==> config.mk <==
export PLATFORM = sky130hd
export DESIGN_NAME = line_follower_crossing_control
export DESIGN_NICKNAME = d
export VERILOG_FILES = /design/src/design/lfcc_pkg.sv /design/src/design/line_follower_crossing_control.sv
export SDC_FILE = /design/constraint.sdc
export NUM_CORES = 1
export LEC_CHECK = 0
export BUFFER_PORTS_ARGS = -buffer_cell sky130_fd_sc_hd__buf_2
export CAP_MARGIN = 30
export CORE_UTILIZATION = 50
export CTS_CLUSTER_SIZE = 25
export DETAILED_ROUTE_END_ITERATION = 8
export PLACE_DENSITY_LB_ADDON = 0.25
export RECOVER_POWER = 50
export SYNTH_ARGS = -nofsm -noshare
export SYNTH_HDL_FRONTEND = slang
export SYNTH_SLANG_ARGS = --single-unit
==> constraint.sdc <==
create_clock -name i_clk -period 8.5 [get_ports i_clk]
set_input_delay 0.85 -clock i_clk [delete_from_list [all_inputs] [get_ports i_clk]]
set_output_delay 0.85 -clock i_clk [all_outputs]
set_load 0.02 [all_outputs]
==> src/design/lfcc_pkg.sv <==
`default_nettype none
package lfcc_pkg;

    localparam int SENSOR_BITS = 10;
    localparam int COUNT_BITS  = 13;

    localparam int THR_W  = 10;
    localparam int REG_W  = 12;
    localparam int CFG_AW = 3;
    localparam int DIR_W  = 2;
    localparam int CMD_W  = 3;

    // light_a, light_b, follow_enable, turn_cmd packed from bit 0
    localparam int IN_BITS  = 2 * SENSOR_BITS + 1 + CMD_W;
    localparam int IN_W     = ((IN_BITS + 7) / 8) * 8;
    localparam int OUT_BITS = 2 * DIR_W + 3;
    localparam int OUT_W    = ((OUT_BITS + 7) / 8) * 8;

    localparam int MARGIN    = 100;
    localparam int COUNT_MAX = (1 << COUNT_BITS) - 1;
    // wide enough for register plus margin and for any count
    localparam int LIM_W     = ((COUNT_BITS > REG_W + 1) ? COUNT_BITS : REG_W + 1) + 1;

    localparam logic [CFG_AW-1:0] CFG_THR_A    = 3'd0;
    localparam logic [CFG_AW-1:0] CFG_THR_B    = 3'd1;
    localparam logic [CFG_AW-1:0] CFG_HOLDOFF  = 3'd2;
    localparam logic [CFG_AW-1:0] CFG_TURN     = 3'd3;
    localparam logic [CFG_AW-1:0] CFG_STRAIGHT = 3'd4;

    localparam logic [REG_W-1:0] THR_RST      = 12'd736;
    localparam logic [REG_W-1:0] HOLDOFF_RST  = 12'd500;
    localparam logic [REG_W-1:0] TURN_RST     = 12'd800;
    localparam logic [REG_W-1:0] STRAIGHT_RST = 12'd200;

    localparam logic [COUNT_BITS-1:0] SLT_RST =
        COUNT_BITS'((500 > COUNT_MAX) ? COUNT_MAX : 500);
    localparam logic [COUNT_BITS-1:0] SC_RST =
        COUNT_BITS'((800 > COUNT_MAX) ? COUNT_MAX : 800);

    localparam logic [DIR_W-1:0] DIR_OFF = 2'd0;
    localparam logic [DIR_W-1:0] DIR_FWD = 2'd1;
    localparam logic [DIR_W-1:0] DIR_REV = 2'd2;

    localparam logic [CMD_W-1:0] CMD_LEFT     = 3'd1;
    localparam logic [CMD_W-1:0] CMD_STRAIGHT = 3'd2;
    localparam logic [CMD_W-1:0] CMD_RIGHT    = 3'd3;

endpackage
`default_nettype wire

==> src/design/line_follower_crossing_control.sv <==
// Pipeline: two register stages; an accepted input beat is held in the input stage, and its
//   result moves to the output stage, which holds it until the receiver takes it.
// Throughput: one beat per cycle while the output is not stalled; the tick state updates as an item moves on.
// Reset (i_rst_n low, synchronous): both stages empty, registers to defaults,
//   counters to their preset values, crossing flag and wheel directions cleared.
`default_nettype none
module line_follower_crossing_control (
    input  wire logic                          i_clk,
    input  wire logic                          i_rst_n,
    input  wire logic                          i_cfg_we,
    input  wire logic [lfcc_pkg::CFG_AW-1:0]   i_cfg_addr,
    input  wire logic [lfcc_pkg::REG_W-1:0]    i_cfg_wdata,
    input  wire logic                          i_s_tvalid,
    output logic                               o_s_tready,
    // light_a, light_b, follow_enable, turn_cmd, zero fill
    input  wire logic [lfcc_pkg::IN_W-1:0]     i_s_tdata,
    output logic                               o_m_tvalid,
    input  wire logic                          i_m_tready,
    // left_dir, right_dir, in_crossing, crossing_found, turn_done, zero fill
    output logic [lfcc_pkg::OUT_W-1:0]         o_m_tdata
);
    import lfcc_pkg::*;

    logic [THR_W-1:0] r_thr_a, r_thr_b;
    logic [REG_W-1:0] r_holdoff, r_turn, r_straight;

    logic                  r_in_valid;
    logic [IN_BITS-1:0]    r_in;
    logic                  r_out_valid;
    logic [OUT_BITS-1:0]   r_out;

    logic [COUNT_BITS-1:0] r_slt, r_sc;
    logic                  r_cross;
    logic [DIR_W-1:0]      r_ldir, r_rdir;

    logic [COUNT_BITS-1:0] n_slt, n_sc;
    logic                  n_cross;
    logic [DIR_W-1:0]      n_ldir, n_rdir;
    logic                  found, done;

    logic                  advance;
    logic [SENSOR_BITS-1:0] la, lb;
    logic                  en;
    logic [CMD_W-1:0]      cmd;
    logic                  dark_a, dark_b;
    logic [COUNT_BITS-1:0] adv_slt, adv_sc;

    function automatic logic [COUNT_BITS-1:0] clamp_adv(
        input logic [COUNT_BITS-1:0] cnt,
        input logic [REG_W-1:0]      lim_reg
    );
        logic [LIM_W-1:0] lim;
        logic [LIM_W-1:0] c;
        lim = LIM_W'(lim_reg) + LIM_W'(MARGIN);
        if (lim > LIM_W'(COUNT_MAX - 1)) begin
            lim = LIM_W'(COUNT_MAX - 1);
        end
        c = LIM_W'(cnt);
        if (c > lim) begin
            c = lim;
        end
        c = c + LIM_W'(1);
        return c[COUNT_BITS-1:0];
    endfunction

    assign advance    = !r_out_valid || i_m_tready;
    assign o_s_tready = !r_in_valid || advance;
    assign o_m_tvalid = r_out_valid;
    assign o_m_tdata  = OUT_W'(r_out);

    assign la  = r_in[SENSOR_BITS-1:0];
    assign lb  = r_in[2*SENSOR_BITS-1:SENSOR_BITS];
    assign en  = r_in[2*SENSOR_BITS];
    assign cmd = r_in[2*SENSOR_BITS+CMD_W:2*SENSOR_BITS+1];

    // sensors may be wider than the threshold registers
    localparam int CMP_W = (SENSOR_BITS > THR_W) ? SENSOR_BITS : THR_W;
    assign dark_a = CMP_W'(la) > CMP_W'(r_thr_a);
    assign dark_b = CMP_W'(lb) > CMP_W'(r_thr_b);

    assign adv_slt = clamp_adv(r_slt, r_holdoff);
    assign adv_sc  = clamp_adv(r_sc, r_turn);

    always_comb begin
        n_slt   = r_slt;
        n_sc    = r_sc;
        n_cross = r_cross;
        n_ldir  = r_ldir;
        n_rdir  = r_rdir;
        found   = 1'b0;
        done    = 1'b0;
        if (en) begin
            n_slt = adv_slt;
            n_sc  = adv_sc;
            if (dark_a && dark_b && !r_cross) begin
                if (LIM_W'(adv_slt) > LIM_W'(r_holdoff)) begin
                    n_cross = 1'b1;
                    n_sc    = '0;
                    found   = 1'b1;
                end
            end else if ((!dark_b && cmd == CMD_LEFT) || (!dark_a && cmd == CMD_RIGHT) ||
                         (cmd == CMD_STRAIGHT && (!dark_a || !dark_b))) begin
                if (r_cross &&
                    ((cmd == CMD_STRAIGHT && LIM_W'(adv_sc) > LIM_W'(r_straight)) ||
                     LIM_W'(adv_sc) > LIM_W'(r_turn))) begin
                    n_slt   = '0;
                    n_cross = 1'b0;
                    done    = 1'b1;
                end
            end

            if (n_cross) begin
                unique case (cmd)
                    CMD_LEFT: begin
                        n_ldir = dark_a ? DIR_REV : DIR_FWD;
                        n_rdir = DIR_FWD;
                    end
                    CMD_RIGHT: begin
                        n_rdir = dark_b ? DIR_REV : DIR_FWD;
                        n_ldir = DIR_FWD;
                    end
                    CMD_STRAIGHT: begin
                        n_ldir = DIR_FWD;
                        n_rdir = DIR_FWD;
                    end
                    default: begin
                        n_ldir = DIR_OFF;
                        n_rdir = DIR_OFF;
                    end
                endcase
            end else begin
                n_ldir = dark_a ? DIR_REV : DIR_FWD;
                n_rdir = dark_b ? DIR_REV : DIR_FWD;
            end
        end
    end

    always_ff @(posedge i_clk) begin
        if (!i_rst_n) begin
            r_thr_a    <= THR_RST[THR_W-1:0];
            r_thr_b    <= THR_RST[THR_W-1:0];
            r_holdoff  <= HOLDOFF_RST;
            r_turn     <= TURN_RST;
            r_straight <= STRAIGHT_RST;
        end else if (i_cfg_we) begin
            unique case (i_cfg_addr)
                CFG_THR_A:    r_thr_a    <= i_cfg_wdata[THR_W-1:0];
                CFG_THR_B:    r_thr_b    <= i_cfg_wdata[THR_W-1:0];
                CFG_HOLDOFF:  r_holdoff  <= i_cfg_wdata;
                CFG_TURN:     r_turn     <= i_cfg_wdata;
                CFG_STRAIGHT: r_straight <= i_cfg_wdata;
                default: ;
            endcase
        end
    end

    always_ff @(posedge i_clk) begin
        if (!i_rst_n) begin
            r_in_valid  <= 1'b0;
            r_out_valid <= 1'b0;
            r_slt       <= SLT_RST;
            r_sc        <= SC_RST;
            r_cross     <= 1'b0;
            r_ldir      <= DIR_OFF;
            r_rdir      <= DIR_OFF;
        end else begin
            if (o_s_tready) begin
                r_in_valid <= i_s_tvalid;
            end
            if (advance) begin
                r_out_valid <= r_in_valid;
                // tick state moves only with a real beat
                if (r_in_valid) begin
                    r_slt   <= n_slt;
                    r_sc    <= n_sc;
                    r_cross <= n_cross;
                    r_ldir  <= n_ldir;
                    r_rdir  <= n_rdir;
                end
            end
        end
    end

    always_ff @(posedge i_clk) begin
        if (o_s_tready && i_s_tvalid) begin
            r_in <= i_s_tdata[IN_BITS-1:0];
        end
        if (advance && r_in_valid) begin
            r_out <= {done, found, n_cross, n_rdir, n_ldir};
        end
    end

    a_found_sets_flag: assert property (@(posedge i_clk) disable iff (!i_rst_n)
        r_out_valid && r_out[2*DIR_W+1] |-> r_out[2*DIR_W])
        else $error("crossing_found without in_crossing");

    a_done_clears_flag: assert property (@(posedge i_clk) disable iff (!i_rst_n)
        r_out_valid && r_out[2*DIR_W+2] |-> !r_out[2*DIR_W])
        else $error("turn_done while still in crossing");

    a_pulses_exclusive: assert property (@(posedge i_clk) disable iff (!i_rst_n)
        r_out_valid |-> !(r_out[2*DIR_W+1] && r_out[2*DIR_W+2]))
        else $error("found and done in the same beat");

    a_state_holds_idle: assert property (@(posedge i_clk) disable iff (!i_rst_n)
        !(advance && r_in_valid) |=> $stable(r_cross) && $stable(r_slt))
        else $error("tick state moved without a beat");

endmodule
`default_nettype wire

==> summary.md, run 1 <==
| Metric | Value |
|---|---|
| Gate power share | 0.168 |
| Post-CTS Setup Bufs | 0 |
| Crit end category | flip-flop |
| Sequential element share of the synthesized area | 0.3315 |
| Via density | around 5.7 |
| Nets | around 1100 |
| Type of origin of the critical path | flip-flop |
| Main area contributors after synthesis | dfxtp_1 22%, ha_1 13%, edfxtp_1 11% |
| CTS tree | built |
| Max incr delay on CP | about 0.56 ns |
| Ys Warns | 0 |
| Fillers | ~1400 |
| Failing checks | capacitance limit, slew limit |
| Drt drc | 0 |
| Synth Flop Type | dfxtp_1 |
| Global route overflow | 0 |
| Most used cell, CP | ha_1 |
| Post-Route WL | around 20000 um |
| Slew Limit Fails | between 60 and 70 |
| DR pass1 iterations | 7 |
| Clock share of power | 0.459 |
| Int Pwr | between 1000 and 1500 uW |
| Num Clock Sinks | 120 |
| Fin crit period | ~7.5 ns |
| Unique masters post-synth | 91 |
| RePlAce Congestion | 0.8849 |
| EDFF count, synth | 31 |
| DP HPWL | ~15000 um |
| Worst VDD drop | between 0.00015 and 0.0002 V |
| Worst slack, placed | approximately 1.1 ns |
| Area occupied by multi-input gates | approximately 5000 um2 |
| Sw Share | 0.2739 |
| Highest net fanout along the worst path | 24 |
| Vias in the first global route | 6355 |
| Clock tree buffer depth | 2 |
| Finish-stage setup viols | 0 |
| RSZ-0062 raised after global routing | false |
| Largest net degree at the start of global routing | 66 |
| First-pass GRT wire length | approximately 32000 um |
| I/O pin cnt | 54 |
| Status | complete, but fails checks |
| Via Count | about 7000 |
| Sw Pwr | 461.0 uW |
| Die width | between 100 and 150 um |
| Total global-route track usage | 0.2469 |
| Synth Register Bits | 120 |
| Port Buf Inserts | 52 |
| Syn Nets | approximately 1100 |
| Power Density | around 180 nW/um2 |
| Antenna diodes | 0 |
| Cell total after placement | about 1200 |
| Most numerous cell in the Yosys netlist | nand2_1 |
| Total CTS buffers | 17 |
| Top-area cell type share of the netlist area | 0.2177 |
| Fin. Hold Viols | 0 |
| Initial Util | 0.5133 |
| Antenna Nets Post-Route | 0 |
| Die Ht | approximately 130 um |
| Max Cap Violations | 1 |
| Final setup margin | slightly below 1 ns |
| Avg Inst Size Synth | roughly 8.4 um2 |
| Static leakage | 0.003698 uW |
| First-iteration detailed-routing DRC count | 460 |
| HP Class | flip-flop to flip-flop |
| Core area | 15940 um2 |
| Hold-fix buffers, CTS | 0 |
| Share of cells above drive strength 1 | 0.1137 |
| Worst slew margin | -1.083 |
| Dominant cell type by area after synthesis | dfxtp_1 |
| Worst endpoint required time | about 8.7 ns |
| Fmax | between 100 and 150 MHz |
| Clock-pin slew on the worst setup and hold paths | roughly 0.060 ns |
| Antenna violations before repair | 0 |
| DIE AREA | between 15000 and 20000 um2 |
| CTS root buffer | clkbuf_16 |
| Worst setup path category | flip-flop to flip-flop |
| Flop pwr share | 0.373 |
| P&R area growth vs syn | 12.34% |
| DR WL/cell | between 15 and 20 um |
| Slew @ Worst Pin | about 3.1 ns |
| Clock H-tree levels | 4 |
| Mapped Cells | between 900 and 1000 |
| Final period util | 0.8865 |
| Mapped Area | 8183 um2 |
| Layout Cells excl Fill | 1236 |
| Post-cts sizing count | 0 |
| Ys async rst share | 0 |
| Worst Skew | around 0.011 ns |
| Skew-Pair Late Insertion Delay | between 0.4 and 0.5 ns |
| Pwr Total | about 1700 uW |
| Critical Path AT | ~7.7 ns |
| Synth cell count leaders | 150 x nand2_1, 89 x a21oi_1, 89 x dfxtp_1, 88 x ha_1, 71 x inv_1 |
| Fin Setup TNS | 0 ns |
| Reg area | roughly 2700 um2 |
| Crit path max-delay cell type | dfxtp_1 |
| Rows | 46 |
## registers in the layout (all words and copies together), names as in the netlist
name	flops
r_turn	12
r_thr_b	10
r_in	24
o_m_tvalid	1
r_sc	13
r_slt	13
r_in_valid	1
r_out	7
r_ldir	2
r_holdoff	12
r_rdir	2
r_straight	12
r_thr_a	10
r_cross	1
## cells in the final DEF, fill, tap and decap left out, drive strengths merged, types with 3 or more instances in the layout
cell type	instances
a211o	6
a211oi	11
a21o	9
a21oi	89
a221o	3
a221oi	6
a22oi	3
a31oi	3
and2	6
and3	13
buf	47
bufinv	3
clkbuf	35
clkinv	4
dfxtp	89
edfxtp	31
ha	88
inv	74
mux2	4
mux2i	9
nand2	150
nand2b	9
nand3	42
nand3b	3
nand4	18
nor2	60
nor2b	13
nor3	18
nor4	9
o211a	3
o211ai	28
o21a	6
o21ai	24
o31ai	7
or2	5
or3	4
or4	4
xnor2	35
xor2	12
## cells by family (layout without fill, tap and decap cells)
group,Yosys count,count (layout),synth area share
other,1,1,0.0004583
XOR/XNOR,47,47,0.05122
AO/OA/AOI/OAI,227,227,0.1943
AND/OR/NAND/NOR,361,361,0.2136
adder cells (fa/ha/maj),88,88,0.1346
multiplexers,13,13,0.01896
buffers and inverters,114,163,0.05535
flip-flops,120,120,0.3315
## metrics by stage
step	hold slack (ns)	cell area [um2]	utilization
final	0.4533	9193	0.5766
after global routing	0.4744	9193	0.5766
after CTS	0.4564	9216	0.5781
after detailed placement	0.4486	8584	0.5385
after global placement	0.4423	8579	0.5381
after floorplan	0.4363	8183	-
## critical path, delay by kind of cell, from the launching register on
kind	cells	cell delay [ns]
AOI/OAI and AO/OA	10	2.46
DFF	1	0.56
xor gates and xnor gates	2	0.31
adders and majority gates	4	1.20
and+or+nand+nor	9	2.12
muxes	2	0.60
## layout make-up
class	count	area share
Clock buffer	22	0.05390
Clock inverter	10	0.01484
Inverter	71	0.02899
Multi-Input combinational cell	737	0.5458
Sequential cell	120	0.2951
Tap cell	216	0.02940
Timing Repair Buffer	60	0.03199
## power groups by stage
| stage | logic [uW] | registers (uW) | clock network (uW) |
|---|---|---|---|
| 2_1_floorplan | 205 | 635 | 0 |
| 3_3_place_gp | 275 | 638 | 0 |
| 3_5_place_dp | 279 | 638 | 0 |
| 4_1_cts | 282 | 627 | 782 |
| 5_1_grt | 316 | 630 | 805 |
| 6_report | 283 | 628 | 773 |
## metal layers
metal / vias to the layer above / part of all wire / global-route usage
li1: 3546 / - / -
met1: 3227 / 0.48 / 0.3319
met2: 196 / 0.45 / 0.3948
met3: 33 / 0.046 / 0.04223
met4: 0 / 0.020 / 0.09850
met5: - / 0 / 0
## worst paths after layout
check                 from  depth (start not counted)            end  slack [ns]
min          r_straight[9]                          2  r_straight[9]        0.45
max reg2reg      r_turn[2]                         27       r_out[2]        0.96
min reg2reg  r_straight[9]                          2  r_straight[9]        0.45
max              r_turn[2]                         27       r_out[2]        0.96
Note: power is estimated with default switching activity, not from simulation.
==> run 2, diff against run 1 <==
==> constraint.sdc (replaced) <==
create_clock -name i_clk -period 6.5 [get_ports i_clk]
set_input_delay 0.65 -clock i_clk [delete_from_list [all_inputs] [get_ports i_clk]]
set_output_delay 0.65 -clock i_clk [all_outputs]
set_load 0.02 [all_outputs]
==> run 2 against run 1 <==
The run now ends clean; non-clock buffer count increased by 49; sequential share of layout area decreased by 1.4 points; core utilization increased by 3.1 points; combinational power increased by 47%; hold slack got worse by 0.063 ns; register-to-register slack got worse by 0.73 ns; total power increased by 33%; via count increased by 4.4%; clock-buffer cell count increased by 1; flip-flop and latch count unchanged; die area unchanged; final cell count increased by 4.0%; critical path type unchanged; largest power group unchanged.
==> summary.md, run 2 (synthesized netlist as in run 1, its figures left out) <==
| Metric | Value |
|---|---|
| Status | complete, no violations (was complete, but fails checks) |
| Final period util | 0.9639 (was 0.8865) |
| Flop pwr share | 0.365 (was 0.373) |
| Total global-route track usage | 0.2627 (was 0.2469) |
| Fin. Hold Viols | 0 (unchanged) |
| Fin Setup TNS | 0 ns (unchanged) |
| Core area | 15940 um2 (unchanged) |
| CTS root buffer | clkbuf_16 (unchanged) |
| Nets | 1188 (was 1139) |
| Final core occ | 0.6076 (was 0.5766) |
| Clock H-tree levels | 4 (unchanged) |
| Initial Util | 0.5133 (unchanged) |
| Clock tree buffer depth | 2 (unchanged) |
| Die Ht | 129.9 um (unchanged) |
| Worst Skew | 0.01531 ns (was 0.01066 ns) |
| Fillers | 1390 (was 1430) |
| DR WL/cell | 16.55 um (was 16.42 um) |
| Clock share of power | 0.449 (was 0.459) |
| Slew @ Worst Pin | 1.461 ns (was 3.125 ns) |
| Fin crit period | 6.266 ns (was 7.535 ns) |
| Via Count | 7313 (was 7002) |
| Clock-pin slew on the worst setup and hold paths | 0.06 ns (about the same) |
| HP Class | input port to flip-flop (was flip-flop to flip-flop) |
| Worst VDD drop | 0.0002034 V (was 0.0001712 V) |
| Critical Path AT | 6.43 ns (was 7.70 ns) |
| Leading cell types in the layout, fill and taps excluded | 150 x nand2_1, 88 x a21oi_1, 87 x ha_1 (was 150 x nand2_1, 89 x a21oi_1, 89 x dfxtp_1) |
| Antenna violations before repair | 0 (unchanged) |
| DIE AREA | 16880 um2 (unchanged) |
| RePlAce Congestion | 0.9708 (was 0.8849) |
| Sw Pwr | 638.3 uW (was 461.0 uW) |
| First-pass GRT wire length | 34090 um (was 31970 um) |
| Antenna diodes | 0 (unchanged) |
| Port Buf Inserts | 52 (unchanged) |
| Max reg flops | 24 (unchanged) |
| Num Clock Sinks | 120 (unchanged) |
| Vias in the first global route | 6708 (was 6355) |
| Slew Limit Fails | 0 (was 66) |
| Largest net degree at the start of global routing | 66 (unchanged) |
| Via density | 5.691 (was 5.665) |
| DP HPWL | 15670 um (was 14800 um) |
| Hold-fix buffers, CTS | 0 (unchanged) |
| Share of cells above drive strength 1 | 0.1749 (was 0.1137) |
| First-iteration detailed-routing DRC count | 574 (was 460) |
| Worst setup path category | flip-flop to flip-flop (unchanged) |
| Rows | 46 (unchanged) |
| Global route overflow | 0 (unchanged) |
| DR pass1 iterations | 7 (unchanged) |
| Power Density | 231.2 nW/um2 (was 183.1 nW/um2) |
| Post-Route WL | 21270 um (was 20300 um) |
| WHS | 0.3901 ns (was 0.4533 ns) |
| Top reg by flops | r_in (unchanged) |
| Worst endpoint required time | 6.66 ns (was 8.66 ns) |
| Total CTS buffers | 17 (unchanged) |
| Type of origin of the critical path | flip-flop (unchanged) |
| Gate power share | 0.186 (was 0.168) |
| Antenna Nets Post-Route | 0 (unchanged) |
| Fmax | 159.6 MHz (was 132.7 MHz) |
| P&R area growth vs syn | 18.38% (was 12.34%) |
| Finish-stage setup viols | 0 (unchanged) |
| I/O pin cnt | 54 (unchanged) |
| Int Pwr | 1602 uW (was 1222 uW) |
| Max Cap Violations | 0 (was 1) |
| R2r setup slk | 0.23 ns (was 0.96 ns) |
| Sw Share | 0.2850 (was 0.2739) |
| Worst slew margin | 0.02623 (was -1.083) |
| Largest regs | r_in: 24 flops, r_sc: 13 flops, r_slt: 13 flops (unchanged) |
| CTS tree | built (unchanged) |
| Die width | 129.9 um (unchanged) |
| Static leakage | 0.003954 uW (was 0.003698 uW) |
| Drt drc | 0 (unchanged) |
| Commonest non-fill, non-tap cell in the layout | nand2_1 (unchanged) |
| Crit end category | flip-flop (unchanged) |
| Highest net fanout along the worst path | 8 (was 24) |
| Skew-Pair Late Insertion Delay | 0.43 ns (about the same) |
-- run 2: routing by layer --
layer / track usage / wire, um / up-vias
met5: 0 / 0 / -
met4: 0.09713 / 450 / 0
met3: 0.05207 / 1392 / 33
met2: 0.4155 / 9609 / 235
met1: 0.3547 / 9813 / 3403
li1: - / - / 3642
-- run 2: worst max-delay path: stages (launching register included) --
cell and delay [ns]:
dfxtp_4 0.37, a311oi_1 0.27, buf_4 0.18, nor3_2 0.06
xnor2_2 0.22, ha_1 0.31, a21o_1 0.20, a2111o_1 0.47
o21ai_4 0.21, nand2_1 0.07, o21ai_0 0.09, ha_1 0.21
nor3b_4 0.20, nor2b_4 0.20, o211ai_2 0.13, or2_2 0.33
xnor2_2 0.14, mux2i_2 0.23, ha_1 0.30, a21o_1 0.19
a211oi_1 0.26, o311ai_1 0.18, a22oi_2 0.25, or4b_4 0.52
nand4_4 0.16, o2bb2ai_1 0.17, o21ai_1 0.09
-- run 2: stage by stage --
step           total power [uW]  cells  instance area [um2]  worst slack (ns)
3_5_place_dp               1225   1247                 8907          -0.07324
2_1_floorplan              1098    971                 8183          0.003443
5_1_grt                    2331   1285                 9687          -0.08191
3_3_place_gp               1218   1246                 8902            0.1182
6_report                   2240   1285                 9687            0.2344
4_1_cts                    2233   1279                 9552          0.009056
-- run 2: area by class of cell --
type	instances	area, um2	area share
clock buffers	23	543.0	0.05606
inverters	71	266.5	0.02751
multi-input cells	737	5124	0.5289
flip-flops and latches	120	2723	0.2811
repair buffers	109	665.6	0.06872
clock inverters	9	95.09	0.009817
well taps	216	270.3	0.02790
-- run 2: path summary, 6_finish.rpt --
check	from	to	cells past startpoint
setup / recovery	r_turn[3]	r_out[2]	26
hold / removal	i_s_tdata[19]	r_in[19]	1
setup reg to reg	r_turn[3]	r_out[2]	26
hold reg to reg	r_straight[11]	r_straight[11]	2
-- run 2: what timing repair did --
action / 4_1_cts / 5_1_grt
setup buffers: 0 / 6
setup endpoints to repair: 5 / 28
gates resized for setup: 2 / 26
pin swaps: 0 / 7
-- run 2: power groups by stage --
| stage | combinational, uW | sequential [uW] | clock (uW) |
|---|---|---|---|
| 2_1_floorplan | 268 | 831 | 0 |
| 3_3_place_gp | 386 | 832 | 0 |
| 3_5_place_dp | 392 | 832 | 0 |
| 4_1_cts | 396 | 817 | 1020 |
| 5_1_grt | 462 | 821 | 1050 |
| 6_report | 416 | 817 | 1010 |
